$ cat src/design/khp_pkg.sv
`timescale 1ns / 1ps
// ----------------------------------------------------------------------------
// khp_pkg
// Shared constants, status codes and controller/datapath interface types for
// the k-mer hash table probe unit.
// ----------------------------------------------------------------------------
package khp_pkg;

    localparam int DEF_TABLE_DEPTH = 1024;
    localparam int DEF_MAX_K       = 32;
    localparam int DEF_NODE_DEPTH  = 4096;

    localparam int SYM_W     = 7;
    localparam int CONTIG_W  = 16;
    localparam int POS_W     = 24;
    localparam int STATUS_W  = 3;
    localparam int SLOT_W    = 10;
    localparam int NODE_W    = 12;
    localparam int TSIZE_W   = 11;
    localparam int KLEN_W    = 6;
    localparam int CFG_IDX_W = 1;
    localparam int HASH_W    = 32;
    localparam int DCNT_W    = 5;
    localparam int HASH_SH_HI = 16;
    localparam int HASH_SH_LO = 6;

    localparam int S_TDATA_W = 48;
    localparam int M_TDATA_W = 24;

    localparam logic [TSIZE_W-1:0] TSIZE_RST = 11'd1024;
    localparam logic [KLEN_W-1:0]  KLEN_RST  = 6'd21;

    localparam logic [CFG_IDX_W-1:0] CFG_TABLE_SIZE  = 1'b0;
    localparam logic [CFG_IDX_W-1:0] CFG_KMER_LENGTH = 1'b1;

    localparam logic OP_INSERT = 1'b0;
    localparam logic OP_SEARCH = 1'b1;

    localparam logic [STATUS_W-1:0] ST_NEW   = 3'd0;
    localparam logic [STATUS_W-1:0] ST_ADDED = 3'd1;
    localparam logic [STATUS_W-1:0] ST_HIT   = 3'd2;
    localparam logic [STATUS_W-1:0] ST_MISS  = 3'd3;
    localparam logic [STATUS_W-1:0] ST_TFULL = 3'd4;
    localparam logic [STATUS_W-1:0] ST_PFULL = 3'd5;

    // probe outcome
    localparam logic [1:0] RES_MATCH = 2'd0;
    localparam logic [1:0] RES_EMPTY = 2'd1;
    localparam logic [1:0] RES_FULL  = 2'd2;

    typedef struct packed {
        logic accept;
        logic clr_step;
        logic mod_step;
        logic probe_init;
        logic head_rd;
        logic j_clr;
        logic key_rd;
        logic j_inc;
        logic probe_next;
        logic set_match;
        logic set_empty;
        logic set_full;
        logic commit;
        logic copy_step;
    } t_dp_cmd;

    typedef struct packed {
        logic last_char;
        logic clr_last;
        logic mod_last;
        logic slot_used;
        logic key_eq;
        logic j_last;
        logic probe_last;
        logic out_free;
        logic need_copy;
        logic copy_last;
    } t_dp_sts;

endpackage

$ cat src/design/khp_ctrl.sv
`timescale 1ns / 1ps
// ----------------------------------------------------------------------------
// khp_ctrl
// Sequencer: clearing pass, hash modulo, linear probe with key compare,
// commit and key copy.
// ----------------------------------------------------------------------------
module khp_ctrl
    import khp_pkg::*;
(
    input  logic    i_clk,
    input  logic    i_rst_n,
    input  logic    i_s_tvalid,
    output logic    o_s_tready,
    input  t_dp_sts i_sts,
    output t_dp_cmd o_cmd
);

    localparam logic [3:0] S_CLR   = 4'd0;
    localparam logic [3:0] S_IDLE  = 4'd1;
    localparam logic [3:0] S_MOD   = 4'd2;
    localparam logic [3:0] S_PINIT = 4'd3;
    localparam logic [3:0] S_PRD   = 4'd4;
    localparam logic [3:0] S_PCHK  = 4'd5;
    localparam logic [3:0] S_KRD   = 4'd6;
    localparam logic [3:0] S_KCMP  = 4'd7;
    localparam logic [3:0] S_FIN   = 4'd8;
    localparam logic [3:0] S_COPY  = 4'd9;

    logic [3:0] r_state;
    logic [3:0] n_state;

    always_ff @(posedge i_clk) begin
        if (!i_rst_n) begin
            r_state <= S_CLR;
        end else begin
            r_state <= n_state;
        end
    end

    assign o_s_tready = (r_state == S_IDLE);

    always_comb begin
        n_state = r_state;
        o_cmd   = '0;
        case (r_state)
            S_CLR: begin
                o_cmd.clr_step = 1'b1;
                if (i_sts.clr_last) begin
                    n_state = S_IDLE;
                end
            end
            S_IDLE: begin
                if (i_s_tvalid) begin
                    o_cmd.accept = 1'b1;
                    if (i_sts.last_char) begin
                        n_state = S_MOD;
                    end
                end
            end
            S_MOD: begin
                o_cmd.mod_step = 1'b1;
                if (i_sts.mod_last) begin
                    n_state = S_PINIT;
                end
            end
            S_PINIT: begin
                o_cmd.probe_init = 1'b1;
                n_state = S_PRD;
            end
            S_PRD: begin
                o_cmd.head_rd = 1'b1;
                n_state = S_PCHK;
            end
            S_PCHK: begin
                if (!i_sts.slot_used) begin
                    o_cmd.set_empty = 1'b1;
                    n_state = S_FIN;
                end else begin
                    o_cmd.j_clr = 1'b1;
                    n_state = S_KRD;
                end
            end
            S_KRD: begin
                o_cmd.key_rd = 1'b1;
                n_state = S_KCMP;
            end
            S_KCMP: begin
                if (!i_sts.key_eq) begin
                    // mismatch: step to the next slot or give up after a full lap
                    if (i_sts.probe_last) begin
                        o_cmd.set_full = 1'b1;
                        n_state = S_FIN;
                    end else begin
                        o_cmd.probe_next = 1'b1;
                        n_state = S_PRD;
                    end
                end else if (i_sts.j_last) begin
                    o_cmd.set_match = 1'b1;
                    n_state = S_FIN;
                end else begin
                    o_cmd.j_inc = 1'b1;
                    n_state = S_KRD;
                end
            end
            S_FIN: begin
                // hold until the output register is free
                if (i_sts.out_free) begin
                    o_cmd.commit = 1'b1;
                    if (i_sts.need_copy) begin
                        o_cmd.j_clr = 1'b1;
                        n_state = S_COPY;
                    end else begin
                        n_state = S_IDLE;
                    end
                end
            end
            S_COPY: begin
                o_cmd.copy_step = 1'b1;
                if (i_sts.copy_last) begin
                    n_state = S_IDLE;
                end
            end
            default: begin
                n_state = S_IDLE;
            end
        endcase
    end

endmodule

$ cat config.mk
export PLATFORM = sky130hd
export DESIGN_NAME = khp_ctrl
export DESIGN_NICKNAME = d
export VERILOG_FILES = /design/src/design/khp_pkg.sv /design/src/design/khp_ctrl.sv
export SDC_FILE = /design/constraint.sdc
export NUM_CORES = 1
export LEC_CHECK = 0
export ABC_AREA = 1
export BUFFER_PORTS_ARGS = -buffer_cell sky130_fd_sc_hd__clkbuf_2
export CAP_MARGIN = 20
export CORE_MARGIN = 1
export CORE_UTILIZATION = 30
export CTS_CLUSTER_SIZE = 16
export DETAILED_ROUTE_END_ITERATION = 8
export GPL_ROUTABILITY_DRIVEN = 0
export PLACE_DENSITY_LB_ADDON = 0.25
export SLEW_MARGIN = 20
export SYNTH_ARGS = -nofsm -noshare
export SYNTH_HDL_FRONTEND = slang
export SYNTH_SLANG_ARGS = --single-unit
$ cat constraint.sdc
create_clock -name i_clk -period 1.65 [get_ports i_clk]
set_input_delay 0.0825 -clock i_clk [delete_from_list [all_inputs] [get_ports i_clk]]
set_output_delay 0.0825 -clock i_clk [all_outputs]
set_load 0.02 [all_outputs]
==> results of run 1 <==
power breakdown:
part           switching, mW  internal, mW
Combinational          0.300         0.152
Sequential            0.0328         0.122
Clock                 0.0399        0.0813
cells by family (layout without fill, tap and decap cells):
group / after synthesis / count (layout) / synth area share (%)
AO/OA/AOI/OAI: 5 / 5 / 5.26
buffers and inverters: 22 / 52 / 17.4
AND/OR/NAND/NOR: 58 / 58 / 60.5
flip-flops: 4 / 4 / 16.8
cells in the final DEF, fill, tap and decap left out, types with 3 or more instances in the layout:
cell       n
nor3_1     6
nor2_2     3
dfxtp_1    4
nor2_1    15
nand2_2    4
inv_1     20
nand2_1   19
o21ai_0    3
nor2_4     3
nand3_1    5
clkbuf_4   3
clkbuf_2  27
how the worst max path moves through the flow:
stage                     startpoint          to  cells past startpoint
after global routing      r_state[1]    o_cmd[8]                      4
after global placement    r_state[1]  r_state[1]                      8
after floorplan           r_state[2]  r_state[2]                      4
final                     r_state[1]    o_cmd[8]                      4
after detailed placement  r_state[1]  r_state[1]                      8
after CTS                 r_state[1]    o_cmd[8]                      4
worst min-delay path: stages:
cell	delay (ps)
clkbuf_2	100
nand2_1	60
nor2_1	30
cell type report:
class / count / area share [%]
timing repair buffer: 27 / 20.7
tap: 16 / 3.07
multi-input combinational: 63 / 47.9
clock buffer: 3 / 3.45
sequential: 4 / 12.3
inverter: 22 / 12.6
per-stage QoR:
stage | setup WS (ps) | area (µm²)
detailed placement | 414 | 631
CTS | 170 | 653
global route | 69.1 | 653
floorplan | 325 | 475
global placement | 404 | 631
finish | 209 | 653
per-layer routing:
| metal | vias to the layer above | global-route usage, % | part of all wire (%) |
|---|---|---|---|
| met4 | 0 | 9.68 | 1.9 |
| met1 | 221 | 19.7 | 50 |
| met5 | - | 0 | 0 |
| met2 | 18 | 18.8 | 42 |
| li1 | 329 | - | - |
| met3 | 2 | 1.30 | 5.4 |
==> flow_metrics.env, run 1 <==
export IMPL_hold_end="r_state[1]"
export IMPL_path_clk_slew_ps=40
export IMPL_syn_instance_count=89
export IMPL_cp_max_fo=5
export IMPL_maxSlewViolCount=0
export IMPL_grt_max_degree=7
export IMPL_fin_util_pct=43.9
export IMPL_postCtsSetupBuffers=0
export IMPL_grt_setup_unrepaired="no"
export IMPL_period_share_pct=87.3
export IMPL_yosysMostFrequentCell="inv_1"
export IMPL_slowest_delay_ps=330
export IMPL_crit_family="simple AND/OR/NAND/NOR gates"
export IMPL_worstPathArrival_ps=1360
export IMPL_routed_wirelength_um=1090
export IMPL_grt_pass1_wl_um=1860
export IMPL_regToRegSetupSlack_ps=420
export IMPL_fin_hold_ws_ps=84.9
export IMPL_slew_headroom_pct=77.4
export IMPL_nets=134
export IMPL_crit_slowest_cell="dfxtp_1"
export IMPL_synth_commonest_cells="inv_1, nand2_1, nor2_1"
export IMPL_setup_tns_ps=0
export IMPL_setup_violations=0
export IMPL_yosys_area_top_type="dfxtp_1"
export IMPL_hpwlAfterDp_um=963
export IMPL_top_regs="r_state x4"
export IMPL_initial_core_util_pct=31.9
export IMPL_insertion_delay_ps=230
export IMPL_hold_path_startpoint="i_rst_n"
export IMPL_rr_worst_depth=9
export IMPL_hold_violations=0
export IMPL_drcViolationCount=0
export IMPL_cts_tree="done"
export IMPL_startpoint_type="flip-flop"
export IMPL_fin_skew_ps=2.43
export IMPL_p_per_area_nw_per_um2=1120
export IMPL_diodes=0
export IMPL_cp_end_kind="output pin"
export IMPL_holdBufCountCts=0
export IMPL_htree_levels=1
export IMPL_cts_buffers=3
export IMPL_crit_type="flip-flop to output pin"
export IMPL_die_h_um=41.8
export IMPL_cp_required_ps=1570
export IMPL_dpl_cell_count=132
export IMPL_cts_resized=0
export IMPL_async_flop_share_pct=0
export IMPL_synth_ff_type="dfxtp_1"
export IMPL_worstMarginPinSlew_ps=338
export IMPL_syn_area_um2=475
export IMPL_instances_no_fill=135
export IMPL_largest_reg_flops=4
export IMPL_synthTopCellsByArea="dfxtp_1, inv_1, nand2_1"
export IMPL_synth_edf_count=0
export IMPL_hp_class="input port to flip-flop"
export IMPL_regMostFlops="r_state"
export IMPL_path_cells="nor2_1 > nand3_1 > o21ai_0 > clkbuf_2"
export IMPL_status="finished clean"
export IMPL_cts_path_max_buffers=2
export IMPL_syn_nets=102
export IMPL_groute_usage_overall_pct=13.7
export IMPL_power_uw=729
export IMPL_seq_area_frac_synth_pct=16.8
export IMPL_fill_cells=173
export IMPL_die_area_um2=1750
export IMPL_fmax_mhz=694
export IMPL_path_buf_inv=1
export IMPL_area_growth_pct=37.4
export IMPL_timing_rr_end="r_state[1]"
export IMPL_period_needed_ps=1440
export IMPL_ys_types=14
export IMPL_io_pins=28
export IMPL_timing_rr_start="r_state[1]"
export IMPL_p_leak_nw=0.421
export IMPL_multiInputGateArea_um2=313
export IMPL_cts_sinks=4
export IMPL_drive_above_1_share_pct=37.0
export IMPL_antenna_left=0
export IMPL_vias=570
export IMPL_via_per_inst=4.22
export IMPL_grt_overflow_total=0
export IMPL_clock_root_buffer="clkbuf_4"
export IMPL_dr_pass1_iters=4
export IMPL_initialDrtViolationCount=7
export IMPL_row_count=14
export IMPL_core_area_um2=1490
export IMPL_syn_avg_cell_area_um2=5.34
export IMPL_antenna_found_initial=0
export IMPL_fp_dieW_um=41.8
export IMPL_ys_warn_count=0
export IMPL_wl_per_cell_um=8.06
export IMPL_maxCapViolCount=0
export IMPL_max_vdd_ir_drop_mv=0.479
export IMPL_first_global_vias=478
export IMPL_yosys_area_top_type_share_pct=16.8
export IMPL_hold_path_depth=3
export IMPL_portBuffers=27
export IMPL_register_area_um2=80.1
export IMPL_ys_ff_latch=4
Power figures use the tool's default switching activity.
==> inputs of run 2 (changes only) <==
- CORE_AREA: default -> 2 2 39 41
- CORE_MARGIN: 1 -> default
- CORE_UTILIZATION: 30 -> default
- DIE_AREA: default -> 0 0 41 43
==> run 2 against run 1 <==
Effect of this change:
- utilization grew 3.3 points
- first-iteration DRC count is 14% lower
- combinational power about the same
- clock power about the same
- final area stayed put
- critical path depth unchanged
- critical path type unchanged
- fmax fell by 1.7%
- setup slack got worse by 25 ps
- global-route usage grew 1.4 points
- clock skew increased by 5.8 ps
==> flow_metrics.env, run 2 (synthesized netlist as in run 1, its figures left out) <==
export IMPL_status="finished clean"
export IMPL_maxCapViolCount=0
export IMPL_fp_dieW_um=41
export IMPL_slew_headroom_pct=77.7
export IMPL_sequentialPowerShare_pct=21.3
export IMPL_diodes=0
export IMPL_fmax_mhz=683
export IMPL_cp_required_ps=1570
export IMPL_fin_skew_ps=8.24
export IMPL_top_regs="r_state x4"
export IMPL_groute_usage_overall_pct=15.1
export IMPL_row_count=14
export IMPL_die_h_um=43
export IMPL_fin_util_pct=47.2
export IMPL_max_vdd_ir_drop_mv=0.542
export IMPL_io_pins=28
export IMPL_startpoint_type="flip-flop"
export IMPL_setup_tns_ps=0
export IMPL_p_switching_uw=378
export IMPL_hp_class="input port to flip-flop"
export IMPL_holdBufCountCts=0
export IMPL_worstPathArrival_ps=1380
export IMPL_layout_common_cells="clkbuf_2, inv_1, nand2_1"
export IMPL_clock_root_buffer="clkbuf_4"
export IMPL_initial_core_util_pct=34.4
export IMPL_core_area_um2=1380
export IMPL_grt_overflow_total=0
export IMPL_cts_sinks=4
export IMPL_cp_end_kind="output pin"
export IMPL_pwr_share_clk_pct=16.8
export IMPL_grt_pass1_wl_um=1730
export IMPL_htree_levels=1
export IMPL_hpwlAfterDp_um=989
export IMPL_largest_reg_flops=4
export IMPL_p_per_area_nw_per_um2=1120
export IMPL_crit_type="flip-flop to output pin"
export IMPL_dr_pass1_iters=4
export IMPL_period_share_pct=88.8
export IMPL_p_leak_nw=0.421
export IMPL_initialDrtViolationCount=6
export IMPL_hold_violations=0
export IMPL_cts_path_max_buffers=2
export IMPL_portBuffers=27
export IMPL_cp_max_fo=6
export IMPL_antenna_found_initial=0
export IMPL_wl_per_cell_um=8.47
export IMPL_die_area_um2=1760
export IMPL_grt_setup_unrepaired="no"
export IMPL_drcViolationCount=0
export IMPL_final_common_cell="clkbuf_2"
export IMPL_routed_wirelength_um=1140
export IMPL_vias=583
export IMPL_grt_max_degree=7
export IMPL_p_sw_share_pct=51.5
export IMPL_pwr_share_comb_pct=61.9
export IMPL_cts_tree="done"
export IMPL_nets=134
export IMPL_place_ws_ps=400
export IMPL_maxSlewViolCount=0
export IMPL_drive_above_1_share_pct=37.0
export IMPL_setup_ws_ps=185
export IMPL_antenna_left=0
export IMPL_period_needed_ps=1470
export IMPL_postCtsSetupBuffers=0
export IMPL_area_growth_pct=37.4
export IMPL_worstMarginPinSlew_ps=333
export IMPL_via_per_inst=4.32
export IMPL_cts_buffers=3
export IMPL_regMostFlops="r_state"
export IMPL_intPower_uw=356
export IMPL_setup_violations=0
export IMPL_cts_resized=0
export IMPL_path_clk_slew_ps=40
export IMPL_insertion_delay_ps=240
export IMPL_first_global_vias=450
run 2: cell counts in the layout (fill, tap and decap cells not counted):
Identical to the previous run, type by type.
run 2: power groups by stage:
stage | sequential [mW] | combinational, mW | clock (mW)
6_report | 0.156 | 0.454 | 0.123
5_1_grt | 0.163 | 0.517 | 0.139
4_1_cts | 0.156 | 0.456 | 0.129
3_5_place_dp | 0.157 | 0.454 | 0
3_3_place_gp | 0.156 | 0.459 | 0
2_1_floorplan | 0.152 | 0.342 | 0
run 2: worst paths after layout:
path,from,to,slack (ps),depth (start not counted)
worst max-delay path,r_state[0],o_cmd[8],180,4
worst min-delay path,i_rst_n,r_state[1],90,3
worst max register to register,r_state[0],r_state[1],360,9
worst min register to register,r_state[1],r_state[1],600,4
run 2: stage by stage:
stage | cell area [µm²] | std cells | hold slack, ps | power, mW
finish | 653 | 135 | 89.5 | 0.734
global route | 653 | 135 | 98.3 | 0.819
CTS | 653 | 135 | 85.8 | 0.741
detailed placement | 631 | 132 | 333 | 0.612
global placement | 631 | 132 | 321 | 0.615
floorplan | 475 | 89 | 203 | 0.495
run 2: final cells by class:
cell class | count | area (µm²)
Fill cell | 164 | 731
Multi-Input combinational cell | 63 | 313
Timing Repair Buffer | 27 | 135
Inverter | 22 | 82.6
Sequential cell | 4 | 80.1
Clock buffer | 3 | 22.5
Tap cell | 16 | 20.0
run 2: metal layers:
| metal | GRT usage, % | vias to the layer above | routed length (µm) |
|---|---|---|---|
| met5 | 0 | - | 0 |
| met4 | 14.0 | 0 | 39 |
| met3 | 3.14 | 4 | 65 |
| met2 | 19.1 | 17 | 469 |
| met1 | 19.9 | 232 | 570 |
| li1 | - | 330 | - |
run 2: critical path, cell delays in order (launching register included):
cell and delay (ps):
dfxtp_1 340, nor2_1 290, nand3_1 160, o21ai_0 170
clkbuf_2 190
==> inputs of run 3 (changes only) <==
- BUFFER_PORTS_ARGS: -buffer_cell sky130_fd_sc_hd__clkbuf_2 -> default
- DONT_BUFFER_PORTS: default -> 1
==> run 3 against run 2 <==
Effect of this change:
- via count decreased by 11%
- clock skew decreased by 6.2 ps
- routed wire length down 1.9%
- clock power is 6% lower
- register-to-register slack better by 30 ps
- total power down 7.0%
- largest cell class unchanged
- non-clock buffer count fell by 20
- first-iteration DRC count shrank 50%
- sequential power about the same
- setup slack gained 12 ps
- cell count shrank 15%
- clock-buffer cell count unchanged
==> flow_metrics.env, run 3 (synthesized netlist as in run 1, its figures left out) <==
export IMPL_status="finished clean"
export IMPL_period_needed_ps=1450
export IMPL_initialDrtViolationCount=3
export IMPL_place_area_um2=541
export IMPL_postCtsSetupBuffers=0
export IMPL_groute_usage_overall_pct=13.3
export IMPL_drive_above_1_share_pct=23.2
export IMPL_startpoint_type="flip-flop"
export IMPL_clock_root_buffer="clkbuf_4"
export IMPL_die_h_um=43
export IMPL_path_clk_slew_ps=40
export IMPL_period_share_pct=88.1
export IMPL_antenna_found_initial=0
export IMPL_p_leak_nw=0.339
export IMPL_slew_headroom_pct=74.7
export IMPL_die_area_um2=1760
export IMPL_first_global_vias=429
export IMPL_cts_sinks=4
export IMPL_cts_tree="done"
export IMPL_hp_class="input port to flip-flop"
export IMPL_cp_end_kind="output pin"
export IMPL_routed_wirelength_um=1120
export IMPL_via_per_inst=4.53
export IMPL_vias=521
export IMPL_setup_tns_ps=0
export IMPL_hold_violations=0
export IMPL_grt_setup_unrepaired="no"
export IMPL_area_growth_pct=20.5
export IMPL_fill_cells=164
export IMPL_wl_per_cell_um=9.76
export IMPL_top_regs="r_state x4"
export IMPL_nets=114
export IMPL_portBuffers=0
export IMPL_p_per_area_nw_per_um2=1190
export IMPL_layout_common_cells="inv_1, nand2_1, nor2_1"
export IMPL_cp_max_fo=5
export IMPL_worstMarginPinSlew_ps=377
export IMPL_setup_violations=0
export IMPL_hpwlAfterDp_um=993
export IMPL_maxCapViolCount=0
export IMPL_antenna_left=0
export IMPL_power_uw=682
export IMPL_final_common_cell="inv_1"
export IMPL_cp_required_ps=1570
export IMPL_insertion_delay_ps=230
export IMPL_dr_pass1_iters=2
export IMPL_fp_dieW_um=41
export IMPL_io_pins=28
export IMPL_finish_instance_area_um2=573
export IMPL_grt_max_degree=7
export IMPL_diodes=0
export IMPL_core_area_um2=1380
export IMPL_fmax_mhz=688
export IMPL_fin_skew_ps=2.02
export IMPL_drcViolationCount=0
export IMPL_worstPathArrival_ps=1370
export IMPL_largest_reg_flops=4
export IMPL_grt_overflow_total=0
export IMPL_grt_pass1_wl_um=1580
export IMPL_row_count=14
export IMPL_crit_type="flip-flop to output pin"
export IMPL_regMostFlops="r_state"
export IMPL_cts_buffers=3
export IMPL_initial_core_util_pct=34.4
export IMPL_htree_levels=1
export IMPL_max_vdd_ir_drop_mv=0.538
export IMPL_cts_path_max_buffers=2
export IMPL_maxSlewViolCount=0
-- run 3: changes by cell type in the layout (fill, tap and decap cells not counted), sizes merged --
cell | before | now
buf | 0 | 6
dlygate4sd3 | 0 | 1
clkbuf | 30 | 3
-- run 3: repair_timing --
item                      CTS  global route
gates resized for setup     0             0
hold buffers                1             0
hold endpoints to repair    3             0
-- run 3: report_power, final --
part,total (mW),leakage (nW),internal [mW],switching (mW)
sequential,0.158,0.0328,0.122,0.0355
combinational,0.409,0.293,0.122,0.287
clock,0.116,0.0138,0.0810,0.0347
total,0.682,0.339,0.325,0.357
-- run 3: worst max-delay path: stages, from the launching register on --
cell and delay [ps]:
dfxtp_1 440, inv_2 90, nor2_2 150, nand3_1 120
o21ai_0 170, buf_4 160
-- run 3: final cells by class --
type / count / area, µm² / share of cell area (%)
inverters: 22 / 82.6 / 14.4
clock buffers: 3 / 22.5 / 3.93
well taps: 16 / 20.0 / 3.49
flip-flops and latches: 4 / 80.1 / 14.0
repair buffers: 7 / 55.1 / 9.61
multi-input cells: 63 / 313 / 54.6
-- run 3: final timing paths --
| check | startpoint | end | slack, ps | depth (start not counted) |
|---|---|---|---|---|
| setup reg to reg | r_state[3] | r_state[1] | 390 | 9 |
| hold reg to reg | r_state[1] | r_state[1] | 630 | 4 |
| setup / recovery | r_state[3] | o_cmd[8] | 200 | 5 |
| hold / removal | i_sts[2] | r_state[3] | 140 | 3 |
-- run 3: stage by stage --
stage | instances | worst slack, ps | util (%) | hold slack (ps)
2_1_floorplan | 89 | 325 | - | 203
4_1_cts | 115 | 195 | 41.4 | 125
3_3_place_gp | 111 | 390 | 39.1 | 207
6_report | 115 | 197 | 41.4 | 139
5_1_grt | 115 | 59.5 | 41.4 | 179
3_5_place_dp | 111 | 410 | 39.1 | 215
-- run 3: layer usage --
metal	GRT usage (%)	up-vias	share of wire [%]
met5	0	-	0
met4	8.00	0	0
met3	3.14	0	4.5
met2	19.7	16	48
met1	16.4	218	47
li1	-	287	-
